[config.mk]
export PLATFORM = sky130hd
export DESIGN_NAME = watering_event_detector
export DESIGN_NICKNAME = d
export VERILOG_FILES = /design/src/wed_pkg.sv /design/src/wed_ram.sv /design/src/wed_update.sv /design/src/wed_outq.sv /design/src/watering_event_detector.sv
export SDC_FILE = /design/constraint.sdc
export NUM_CORES = 2
export LEC_CHECK = 0
export BUFFER_PORTS_ARGS = -buffer_cell sky130_fd_sc_hd__buf_4
export CORE_UTILIZATION = 56
export CTS_CLUSTER_DIAMETER = 60
export CTS_CLUSTER_SIZE = 24
export DETAILED_ROUTE_END_ITERATION = 16
export MAX_ROUTING_LAYER = met4
export PLACE_DENSITY = 0.76
export SLEW_MARGIN = 40
export SYNTH_ARGS = -nofsm -noshare
export SYNTH_HDL_FRONTEND = slang
export SYNTH_SLANG_ARGS = --single-unit
[constraint.sdc]
create_clock -name clk -period 11 [get_ports clk]
set_input_delay 0.55 -clock clk [delete_from_list [all_inputs] [get_ports clk]]
set_output_delay 0.55 -clock clk [all_outputs]
set_load 0.05 [all_outputs]
[src/wed_pkg.sv]
// Shared types and constants for the watering event detector.
package wed_pkg;

  // Field widths
  localparam int unsigned POT_W    = 3;
  localparam int unsigned WEIGHT_W = 24;
  localparam int unsigned THR_W    = 23;
  localparam int unsigned MS_W     = 32;
  localparam int unsigned WALL_W   = 32;
  localparam int unsigned CFG_AW   = 2;
  localparam int unsigned CFG_DW   = 32;
  localparam int unsigned IN_DW    = 96;
  localparam int unsigned OUT_DW   = 64;

  // Output queue depth: one word in flight plus slack for a stalled consumer
  localparam int unsigned OQ_DEPTH = 4;
  localparam int unsigned OQ_PW    = 2;
  localparam int unsigned OQ_CW    = 3;

  // Configuration register indexes
  typedef enum logic [CFG_AW-1:0] {
    CFG_MIN_VALID  = 2'd0,
    CFG_THRESHOLD  = 2'd1,
    CFG_STABLE     = 2'd2,
    CFG_CONFIRM_MS = 2'd3
  } cfg_idx_t;

  // Configuration reset values
  localparam logic [THR_W-1:0] MIN_VALID_RST = 23'd100;
  localparam logic [THR_W-1:0] THRESHOLD_RST = 23'd500;
  localparam logic [THR_W-1:0] STABLE_RST    = 23'd50;
  localparam logic [MS_W-1:0]  CONFIRM_RST   = 32'd10000;

  typedef struct packed {
    logic [THR_W-1:0] min_valid;
    logic [THR_W-1:0] threshold;
    logic [THR_W-1:0] stable;
    logic [MS_W-1:0]  confirm_ms;
  } cfg_t;

  // Per-pot flags kept in flip-flops
  typedef struct packed {
    logic ready;
    logic cand;
  } flags_t;

  // Per-pot entry kept in RAM
  typedef struct packed {
    logic [WEIGHT_W-1:0] ref_wt;
    logic [WEIGHT_W-1:0] peak_wt;
    logic [MS_W-1:0]     since_ms;
  } entry_t;

  localparam int unsigned ENTRY_W = $bits(entry_t);

  // Confirmed event
  typedef struct packed {
    logic [WALL_W-1:0]   event_time;
    logic [WEIGHT_W-1:0] water_amount;
    logic [POT_W-1:0]    event_pot;
  } event_t;

endpackage

[src/wed_ram.sv]
// Generic single-port-write, single-port-read RAM with registered read.
module wed_ram #(
  parameter int unsigned WIDTH = 8,
  parameter int unsigned DEPTH = 8,
  localparam int unsigned AW = (DEPTH > 1) ? $clog2(DEPTH) : 1
) (
  input  logic             clk,
  input  logic             we,
  input  logic [AW-1:0]    waddr,
  input  logic [WIDTH-1:0] wdata,
  input  logic [AW-1:0]    raddr,
  output logic [WIDTH-1:0] rdata
);

  logic [WIDTH-1:0] mem [DEPTH];

  // Write port
  always_ff @(posedge clk) begin
    if (we) begin
      mem[waddr] <= wdata;
    end
  end

  // Read port, old data on a same-address write
  always_ff @(posedge clk) begin
    rdata <= mem[raddr];
  end

endmodule

[src/wed_update.sv]
// Per-pot state update and event decision for one sample.
module wed_update import wed_pkg::*; (
  input  cfg_t                cfg,
  input  flags_t              flags_in,
  input  entry_t              entry_in,
  input  logic [WEIGHT_W-1:0] weight,
  input  logic [MS_W-1:0]     now_ms,
  output flags_t              flags_out,
  output entry_t              entry_out,
  output logic                fire,
  output logic [WEIGHT_W-1:0] water_amount
);

  logic signed [WEIGHT_W:0]   w25;
  logic signed [WEIGHT_W:0]   ref25;
  logic signed [WEIGHT_W:0]   rise;
  logic                       below_min;
  logic                       opens;
  logic                       new_peak;
  logic [WEIGHT_W-1:0]        peak_nxt;
  logic [MS_W-1:0]            since_nxt;
  logic signed [WEIGHT_W+1:0] drop_lim;
  logic                       drops;
  logic [MS_W-1:0]            elapsed;
  logic                       held;
  logic signed [WEIGHT_W:0]   gain;

  // Reference and rise
  assign w25       = $signed({weight[WEIGHT_W-1], weight});
  assign ref25     = $signed({entry_in.ref_wt[WEIGHT_W-1], entry_in.ref_wt});
  assign below_min = w25 < $signed({2'b00, cfg.min_valid});
  assign rise      = w25 - ref25;
  assign opens     = rise >= $signed({2'b00, cfg.threshold});

  // Peak tracking while a candidate is open
  assign new_peak  = w25 > $signed({entry_in.peak_wt[WEIGHT_W-1], entry_in.peak_wt});
  assign peak_nxt  = new_peak ? weight : entry_in.peak_wt;
  assign since_nxt = new_peak ? now_ms : entry_in.since_ms;
  assign drop_lim  = $signed({{2{peak_nxt[WEIGHT_W-1]}}, peak_nxt})
                   - $signed({3'b000, cfg.stable});
  assign drops     = $signed({w25[WEIGHT_W], w25}) < drop_lim;

  // Hold time, wraps mod 2^32
  assign elapsed = now_ms - since_nxt;
  assign held    = elapsed >= cfg.confirm_ms;

  // Amount added, clamped at zero
  assign gain         = $signed({peak_nxt[WEIGHT_W-1], peak_nxt}) - ref25;
  assign water_amount = gain[WEIGHT_W] ? '0 : gain[WEIGHT_W-1:0];

  // Next state
  always_comb begin
    flags_out = flags_in;
    entry_out = entry_in;
    fire      = 1'b0;
    if (!flags_in.ready) begin
      if (!below_min) begin
        flags_out.ready  = 1'b1;
        entry_out.ref_wt = weight;
      end
    end else if (!flags_in.cand) begin
      if (opens) begin
        flags_out.cand     = 1'b1;
        entry_out.peak_wt  = weight;
        entry_out.since_ms = now_ms;
      end
    end else begin
      entry_out.peak_wt  = peak_nxt;
      entry_out.since_ms = since_nxt;
      if (drops) begin
        flags_out.cand = 1'b0;
      end else if (held) begin
        fire             = 1'b1;
        entry_out.ref_wt = peak_nxt;
        flags_out.cand   = 1'b0;
      end
    end
  end

endmodule

[src/wed_outq.sv]
// Small output queue that decouples the result stream from the update stage.
module wed_outq import wed_pkg::*; (
  input  logic             clk,
  input  logic             rst_n,
  input  logic             push,
  input  event_t           push_data,
  input  logic             pop,
  output logic             not_empty,
  output event_t           head,
  output logic [OQ_CW-1:0] count
);

  event_t           q_r [OQ_DEPTH];
  logic [OQ_PW-1:0] wr_ptr_r, wr_ptr_nxt;
  logic [OQ_PW-1:0] rd_ptr_r, rd_ptr_nxt;
  logic [OQ_CW-1:0] count_r, count_nxt;
  logic             do_pop;

  assign not_empty = count_r != '0;
  assign do_pop    = pop && not_empty;
  assign head      = q_r[rd_ptr_r];
  assign count     = count_r;

  // Pointer and fill count
  always_comb begin
    wr_ptr_nxt = push   ? wr_ptr_r + 1'b1 : wr_ptr_r;
    rd_ptr_nxt = do_pop ? rd_ptr_r + 1'b1 : rd_ptr_r;
    count_nxt  = count_r + OQ_CW'(push) - OQ_CW'(do_pop);
  end

  always_ff @(posedge clk) begin
    if (!rst_n) begin
      wr_ptr_r <= '0;
      rd_ptr_r <= '0;
      count_r  <= '0;
    end else begin
      wr_ptr_r <= wr_ptr_nxt;
      rd_ptr_r <= rd_ptr_nxt;
      count_r  <= count_nxt;
    end
  end

  // Storage
  always_ff @(posedge clk) begin
    if (push) begin
      q_r[wr_ptr_r] <= push_data;
    end
  end

endmodule

[src/watering_event_detector.sv]
// Watering event detector top level: input stage, per-pot RAM, update stage, output queue.
// An accepted word is registered into the update stage, which pushes its event into the output
// queue; out_tvalid is high once the queue holds it, so the result word can leave after that.
// Throughput: one word per cycle; RAM read at accept, written back the next cycle with one
// forwarding register. in_tready drops while queued plus in-flight events reach OQ_DEPTH.
// Reset (rst_n low, synchronous) clears pot flags, config and output queue; no clear pass.
module watering_event_detector import wed_pkg::*; #(
  parameter int unsigned NUM_POTS = 8
) (
  input  logic              clk,
  input  logic              rst_n,
  // in_tdata: pot_index[2:0], weight[26:3], now_ms[58:27], wall_time[90:59], zero pad
  input  logic              in_tvalid,
  output logic              in_tready,
  input  logic [IN_DW-1:0]  in_tdata,
  // out_tdata: event_pot[2:0], water_amount[26:3], event_time[58:27], zero pad
  output logic              out_tvalid,
  input  logic              out_tready,
  output logic [OUT_DW-1:0] out_tdata,
  input  logic              cfg_we,
  input  logic [CFG_AW-1:0] cfg_addr,
  input  logic [CFG_DW-1:0] cfg_wdata
);

  localparam int unsigned AW = (NUM_POTS > 1) ? $clog2(NUM_POTS) : 1;

  cfg_t                cfg_r;
  logic [POT_W-1:0]    in_pot;
  logic [WEIGHT_W-1:0] in_weight;
  logic [MS_W-1:0]     in_now;
  logic [WALL_W-1:0]   in_wall;
  logic                in_acc;
  logic                in_range;

  logic                s1_valid_r;
  logic [AW-1:0]       s1_addr_r;
  logic [POT_W-1:0]    s1_pot_r;
  logic [WEIGHT_W-1:0] s1_weight_r;
  logic [MS_W-1:0]     s1_now_r;
  logic [WALL_W-1:0]   s1_wall_r;

  logic [NUM_POTS-1:0] ready_r;
  logic [NUM_POTS-1:0] cand_r;
  entry_t              ram_rdata;
  entry_t              entry_cur;
  logic                fwd_valid_r;
  logic [AW-1:0]       fwd_addr_r;
  entry_t              fwd_data_r;

  flags_t              flags_cur;
  flags_t              flags_new;
  entry_t              entry_new;
  logic                fire;
  logic [WEIGHT_W-1:0] amount;
  event_t              ev;
  event_t              q_head;
  logic                q_not_empty;
  logic [OQ_CW-1:0]    q_count;
  logic [OQ_CW-1:0]    q_load;

  // Input unpacking
  assign in_pot    = in_tdata[POT_W-1:0];
  assign in_weight = in_tdata[POT_W +: WEIGHT_W];
  assign in_now    = in_tdata[POT_W+WEIGHT_W +: MS_W];
  assign in_wall   = in_tdata[POT_W+WEIGHT_W+MS_W +: WALL_W];
  assign in_acc    = in_tvalid && in_tready;
  assign in_range  = 32'(in_pot) < NUM_POTS;

  // Accept while the queue can hold every result still possible
  assign q_load    = q_count + OQ_CW'(s1_valid_r);
  assign in_tready = q_load < OQ_CW'(OQ_DEPTH);

  // Configuration registers
  always_ff @(posedge clk) begin
    if (!rst_n) begin
      cfg_r.min_valid  <= MIN_VALID_RST;
      cfg_r.threshold  <= THRESHOLD_RST;
      cfg_r.stable     <= STABLE_RST;
      cfg_r.confirm_ms <= CONFIRM_RST;
    end else if (cfg_we) begin
      case (cfg_idx_t'(cfg_addr))
        CFG_MIN_VALID:  cfg_r.min_valid  <= cfg_wdata[THR_W-1:0];
        CFG_THRESHOLD:  cfg_r.threshold  <= cfg_wdata[THR_W-1:0];
        CFG_STABLE:     cfg_r.stable     <= cfg_wdata[THR_W-1:0];
        CFG_CONFIRM_MS: cfg_r.confirm_ms <= cfg_wdata[MS_W-1:0];
        default: ;
      endcase
    end
  end

  // Update stage control
  always_ff @(posedge clk) begin
    if (!rst_n) begin
      s1_valid_r <= 1'b0;
    end else begin
      s1_valid_r <= in_acc && in_range;
    end
  end

  // Update stage payload
  always_ff @(posedge clk) begin
    s1_addr_r   <= AW'(in_pot);
    s1_pot_r    <= in_pot;
    s1_weight_r <= in_weight;
    s1_now_r    <= in_now;
    s1_wall_r   <= in_wall;
  end

  // Per-pot entry store
  wed_ram #(
    .WIDTH (ENTRY_W),
    .DEPTH (NUM_POTS)
  ) u_ram (
    .clk   (clk),
    .we    (s1_valid_r),
    .waddr (s1_addr_r),
    .wdata (entry_new),
    .raddr (AW'(in_pot)),
    .rdata (ram_rdata)
  );

  // Forward the write that raced the read of this word
  assign entry_cur = (fwd_valid_r && fwd_addr_r == s1_addr_r) ? fwd_data_r : ram_rdata;

  always_ff @(posedge clk) begin
    if (!rst_n) begin
      fwd_valid_r <= 1'b0;
    end else begin
      fwd_valid_r <= s1_valid_r;
    end
  end

  always_ff @(posedge clk) begin
    fwd_addr_r <= s1_addr_r;
    fwd_data_r <= entry_new;
  end

  // Pot flags
  assign flags_cur.ready = ready_r[s1_addr_r];
  assign flags_cur.cand  = cand_r[s1_addr_r];

  always_ff @(posedge clk) begin
    if (!rst_n) begin
      ready_r <= '0;
      cand_r  <= '0;
    end else if (s1_valid_r) begin
      ready_r[s1_addr_r] <= flags_new.ready;
      cand_r[s1_addr_r]  <= flags_new.cand;
    end
  end

  wed_update u_update (
    .cfg          (cfg_r),
    .flags_in     (flags_cur),
    .entry_in     (entry_cur),
    .weight       (s1_weight_r),
    .now_ms       (s1_now_r),
    .flags_out    (flags_new),
    .entry_out    (entry_new),
    .fire         (fire),
    .water_amount (amount)
  );

  // Result queue
  assign ev.event_pot    = s1_pot_r;
  assign ev.water_amount = amount;
  assign ev.event_time   = s1_wall_r;

  wed_outq u_outq (
    .clk       (clk),
    .rst_n     (rst_n),
    .push      (s1_valid_r && fire),
    .push_data (ev),
    .pop       (out_tready),
    .not_empty (q_not_empty),
    .head      (q_head),
    .count     (q_count)
  );

  assign out_tvalid = q_not_empty;
  assign out_tdata  = {{(OUT_DW - $bits(event_t)){1'b0}}, q_head};

endmodule

### After elaboration in Yosys (flattened, before gate mapping)

Memories as Yosys holds them, arrays and structs flattened. A register that Yosys moved wholly into a read port is not among the register bits.
Cells that the tools add are included.

| word-level totals | value |
|---|---|
| register bits | 300 |
| bits in latches | 0 |
| RAM bits | 876 |
| memory bits (read-only) | 0 |
| input port bits | 135 |
| output and inout bits | 66 |
| word-level logic and storage cells | 90 |
| memories | 2 |

Memory list:

| memory | words | width | rd ports | clocked after memory_dff | write ports | RTL line | text |
|---|---|---|---|---|---|---|---|
| u_ram.mem | 8 | 80 | 1 | 1 | 1 | wed_ram.sv:15 | `logic [WIDTH-1:0] mem [DEPTH];` |
| u_outq.q_r | 4 | 59 | 1 | 1 | 1 | wed_outq.sv:13 | `event_t q_r [OQ_DEPTH];` |

| operators by class | value |
|---|---|
| add/subtract/negate cells | 9 |
| $mul | 0 |
| div/mod/pow operators | 0 |
| $lt $le $gt $ge | 8 |
| eq/ne operators | 4 |
| shift operators | 0 |
| multiplexer cells | 37 |
| bitwise operators | 0 |
| reductions and logical operators | 11 |

Operator list:

| kind | count |
|---|---|
| 24-bit 2-to-1 mux | 7 |
| 56-bit 2-to-1 mux | 3 |
| 80-bit 2-to-1 mux | 1 |
| 24-bit by 24-bit subtractor with 25-bit output | 3 |
| 32-bit >= comparator | 1 |
| 32-bit 2-to-1 mux | 1 |
| 32-bit subtractor | 1 |
| 25-bit by 24-bit >= comparator with 1-bit output | 1 |
| 24-bit by 25-bit < comparator with 1-bit output | 1 |
| 24-bit > comparator | 1 |
| 24-bit < comparator | 1 |
| 1-bit 2-to-1 mux | 18 |
| 8-bit bitwise mux | 2 |
| 2-bit AND reduction | 4 |
| 3-bit by 1-bit adder with 3-bit output | 2 |
| 1-bit binary-select mux with 3-bit select | 2 |
| 1-bit logical AND | 5 |
| 2-bit by 1-bit adder with 2-bit output (second input constant) | 2 |
| 2-bit equality test (second input constant) | 2 |
| 3-bit by 4-bit < comparator with 1-bit output (second input constant) | 1 |
| 2-bit 2-to-1 mux | 2 |
| 1-bit demux with 3-bit select | 1 |
| 3-bit equality test | 1 |
| 3-bit by 1-bit >= comparator with 1-bit output (second input constant) | 1 |
| other kinds (5) | 5 |

### Depth between registers and ports, before layout

| logic depth | value |
|---|---|
| depth after elaboration | 14 |
| gate-level depth with buffers | 57 |

### By module

A second synthesis with hierarchy kept.

| second synthesis, totals | value |
|---|---|
| cells, all modules | 3660 |
| area total of the unflattened synthesis | 54208.2 µm² |

Modules (own cells, without submodules):

| module | instances | cells each | area an instance (µm²) |
|---|---|---|---|
| wed_ram | 1 | 1018 | 25654.6 |
| wed_update | 1 | 1477 | 10446.3 |
| watering_event_detector | 1 | 812 | 9111.2 |
| wed_outq | 1 | 353 | 8996.1 |

### Least setup slack after synthesis

No wires, ideal clock.

| path | value |
|---|---|
| path kind | register to register |
| start | register, netlist name s1_pot_r[2] |
| end | memory u_outq.q_r[0][0] (netlist bit) (enable) |
| library setup time | 0.423 ns |
| arrival | 10.214 ns |
| setup slack | 0.362 ns |
| stages on the path, launching flop included | 49 |
| clock period less this slack | 10.638 ns |
| cells stage by stage | dfxtp_1 > buf_4 > xnor2_2 > nand4_4 > buf_2 > buf_1 > buf_1 > mux2i_1 > ha_1 > nand4_1 > nor3_1 > nand3_1 > mux2i_1 > nand3_1 > a31o_2 > nand2_2 > buf_2 > buf_1 > [... 13 more ...] > nor2_1 > a2111o_1 > a41oi_1 > o21ai_0 > nand2b_1 > xnor2_1 > ha_1 > a21o_1 > a211o_1 > a31oi_1 > mux2i_1 > nand2_1 > a21o_1 > nand2b_1 > clkbuf_1 > nor2_1 > clkbuf_1 > and3_1 |

RTL lines:

| what | RTL line |
|---|---|
| end: declaration | wed_outq.sv:13 |

==> flow_metrics.py <==
metrics = {
    "clock_network": {
        "clock_path_buffers": 3,
        "cts_tree": "yes",
        "cts_max_level": 3,
        "cts-buffers-inserted": 87,
        "worst_skew_pair.late_latency_ns": 0.70,
        "cts.sinks": 1258,
        "clk_pin_slew_ns": 0.09,
        "root_buffer": "clkbuf_16",
    },
    "run": {
        "drv_cap": 0,
    },
    "setup_path": {
        "cp_slowest_cell": "or3b_2",
        "path_buf_inv": 5,
        "path_delay_family": "compound AO/OA/AOI/OAI gates",
        "path_class": "flop to flop",
        "arrival_ns": 10.79,
        "path_common_cell": "ha_1",
        "crit_required_ns": 11.56,
        "cp-start-kind": "flop",
        "worst_setup_path_end_kind": "flop",
        "slowest_delay_ns": 0.60,
        "path_max_fanout": 24,
    },
    "status": {
        "status": "completed",
    },
    "global_routing": {
        "grt_max_degree": 95,
        "antenna_found_initial": 6,
        "grt_pass1_vias": 30650,
        "overflow": 0,
        "grt_pass1_wl_um": 180700,
        "grt_use_total": 0.2600,
    },
    "sta": {
        "worst_pin_slew_ns": 0.9842,
        "skew_ns": 0.03506,
        "fmax_mhz": 97.72,
        "tns_ns": 0,
        "final-hold-violation-count": 0,
        "setup_viol": 0,
        "worst_slack_ns": 0.7670,
        "min_period_ns": 10.23,
        "slew_headroom": 0.3388,
        "maxSlewViolCount": 0,
        "finalCritPeriodShare": 0.9303,
    },
    "die": {
        "dieArea_mm2": 0.09567,
        "rows": 112,
        "core_area_mm2": 0.09347,
        "die_height_um": 309.3,
        "ios": 201,
        "start_util": 0.5658,
        "die_w_um": 309.3,
    },
    "placement": {
        "portBuffers": 190,
        "place.gp.congestion": 0.9004,
        "place_hpwl_um": 76060,
        "pre_cts_slack_ns": 0.3710,
    },
    "drt": {
        "ant_nets": 0,
        "viasPerCell": 5.835,
        "vias": 30450,
        "drt_iter0_drc": 2543,
        "wl_per_cell_um": 22.74,
        "drcViolationCount": 0,
        "firstDrtPassIters": 6,
        "drt_wl_total_um": 118700,
    },
    "logic_synthesis": {
        "mappedNetlistArea_mm2": 0.05289,
        "synth_cells": 3572,
        "synthesis.area_per_instance_um2": 14.81,
        "async_flop_share": 0,
        "ys_seq_elements": 1258,
        "synth_edf_count": 876,
        "ys_warn_count": 0,
        "ys_types": 84,
        "yosysSeqAreaShare": 0.6420,
        "synth-main-ff-cell": "edfxtp_1",
    },
    "cells_and_area": {
        "drive_gt1_frac": 0.2033,
        "fillers": 6635,
        "nNetsFinal": 4251,
        "layout_common_cells": "876 x edfxtp_1, 380 x dfxtp_1, 303 x nand2_1",
        "syn2layout_area_growth_pct": 14.19,
        "final_common_cell": "edfxtp_1",
    },
    "pwr": {
        "vdd_drop_max_uv": 145.2,
        "p_leak_nw": 22.50,
        "finalPower_mw": 11.42,
        "powerDensity_mw_per_mm2": 189.0,
    },
    "worst_hold_path": {
        "min_path_type": "input port to flop",
    },
}
-- synth_stat cells, drive strengths merged, types with 4 or more instances --
| library cell | n | share of area |
|---|---|---|
| edfxtp | 876 | 0.50 |
| dfxtp | 382 | 0.14 |
| nand2 | 304 | 0.022 |
| ha | 226 | 0.053 |
| mux4 | 223 | 0.095 |
| a21oi | 195 | 0.019 |
| inv | 193 | 0.014 |
| mux2i | 139 | 0.026 |
| nor2 | 135 | 0.0096 |
| o21ai | 130 | 0.012 |
| clkbuf | 98 | 0.0070 |
| mux2 | 88 | 0.019 |
| a21o | 64 | 0.0091 |
| xnor2 | 63 | 0.011 |
| buf | 50 | 0.0045 |
| o211ai | 40 | 0.0059 |
| nand2b | 36 | 0.0043 |
| nand3 | 28 | 0.0026 |
| nor2b | 28 | 0.0033 |
| xor2 | 27 | 0.0045 |
| nor3 | 26 | 0.0025 |
| a211oi | 24 | 0.0034 |
| nand4 | 24 | 0.0031 |
| a21boi | 18 | 0.0026 |
| o21a | 17 | 0.0024 |
| and3 | 12 | 0.0014 |
| o21bai | 10 | 0.0014 |
| a31oi | 9 | 0.0011 |
| a22oi | 8 | 0.0011 |
| o31ai | 8 | 0.0014 |
| or3 | 8 | 0.00095 |
| a211o | 7 | 0.0012 |
| and2 | 6 | 0.00071 |
| or2 | 6 | 0.00071 |
| maj3 | 5 | 0.00097 |
| a41oi | 4 | 0.00080 |
| fa | 4 | 0.0015 |
| nor3b | 4 | 0.00057 |
| o2111ai | 4 | 0.00066 |
| o31a | 4 | 0.00066 |
-- power by group --
group | leakage [nW] | switching (mW) | internal, mW
combinational | 9.87 | 1.48 | 0.971
sequential | 11.1 | 0.100 | 5.34
clock | 1.53 | 1.83 | 1.69
total | 22.5 | 3.41 | 8.01
-- metal layers --
layer  track usage  part of all wire  vias to the layer above
met5             -                 0                        -
met4       0.08186             0.028                        0
met3       0.04577             0.065                      185
met2        0.4208              0.49                      891
met1        0.3359              0.42                    15300
li1              -                 -                    14080
-- layout make-up --
class,count,area (um^2),area share
Multi-Input combinational cell,1977,17770,0.2943
Antenna cell,5,12.51,0.0002072
Sequential cell,1258,33960,0.5623
Inverter,193,725.7,0.01202
Clock inverter,61,799.5,0.01324
Clock buffer,102,2349,0.03889
Timing Repair Buffer,369,3203,0.05304
Tap cell,1254,1569,0.02598
-- state kept, by name, indices dropped and copies added (netlist names), 24 cells and up, named ones only --
| signal | count |
|---|---|
| u_ram.mem | 640 |
| s1_wall_r | 32 |
| cfg_r | 101 |
| s1_now_r | 32 |
| u_ram.rdata | 80 |
| fwd_data_r | 80 |
| u_outq.q_r | 236 |
| s1_weight_r | 24 |
-- stage by stage --
stage          utilization  instances  instance area (um^2)  hold WS (ns)
6_report            0.6461       5219                 60390       0.09133
5_1_grt             0.6461       5219                 60390       0.07659
4_1_cts             0.6447       5205                 60260       0.05521
3_5_place_dp        0.6016       4954                 56230        0.4468
3_3_place_gp        0.6002       4949                 56100        0.4420
2_1_floorplan            -       3576                 52900        0.3772
-- kinds of logic (layout without fill, tap and decap cells) --
kind of cell / count (synthesis) / in the layout / share of synthesized area
adder cells (fa/ha/maj): 235 / 235 / 0.05595
flip-flops: 1258 / 1258 / 0.6420
multiplexers: 450 / 450 / 0.1402
AND/OR/NAND/NOR: 626 / 626 / 0.05276
AO/OA/AOI/OAI: 571 / 571 / 0.06859
XOR/XNOR: 90 / 90 / 0.01533
buffers and inverters: 341 / 725 / 0.02515
other: 1 / 10 / 0.00007091
-- repair_timing --
action                                  4_1_cts  5_1_grt
hold endpoints to repair                     88        0
hold buffers                                 88        0
resized for setup                             0        4
endpoints found under the setup margin        0      425
buffers inserted                              0        8
-- worst paths after layout --
kind | to | depth (start not counted) | slack, ns | startpoint
max | u_outq.count[2] | 47 | 0.77 | s1_pot_r[0]
min reg2reg | cfg_r[100] | 2 | 0.45 | cfg_r[100]
max reg2reg | u_outq.count[2] | 47 | 0.77 | s1_pot_r[0]
min | s1_valid_r | 2 | 0.09 | in_tvalid
Power figures use the tool's default switching activity.
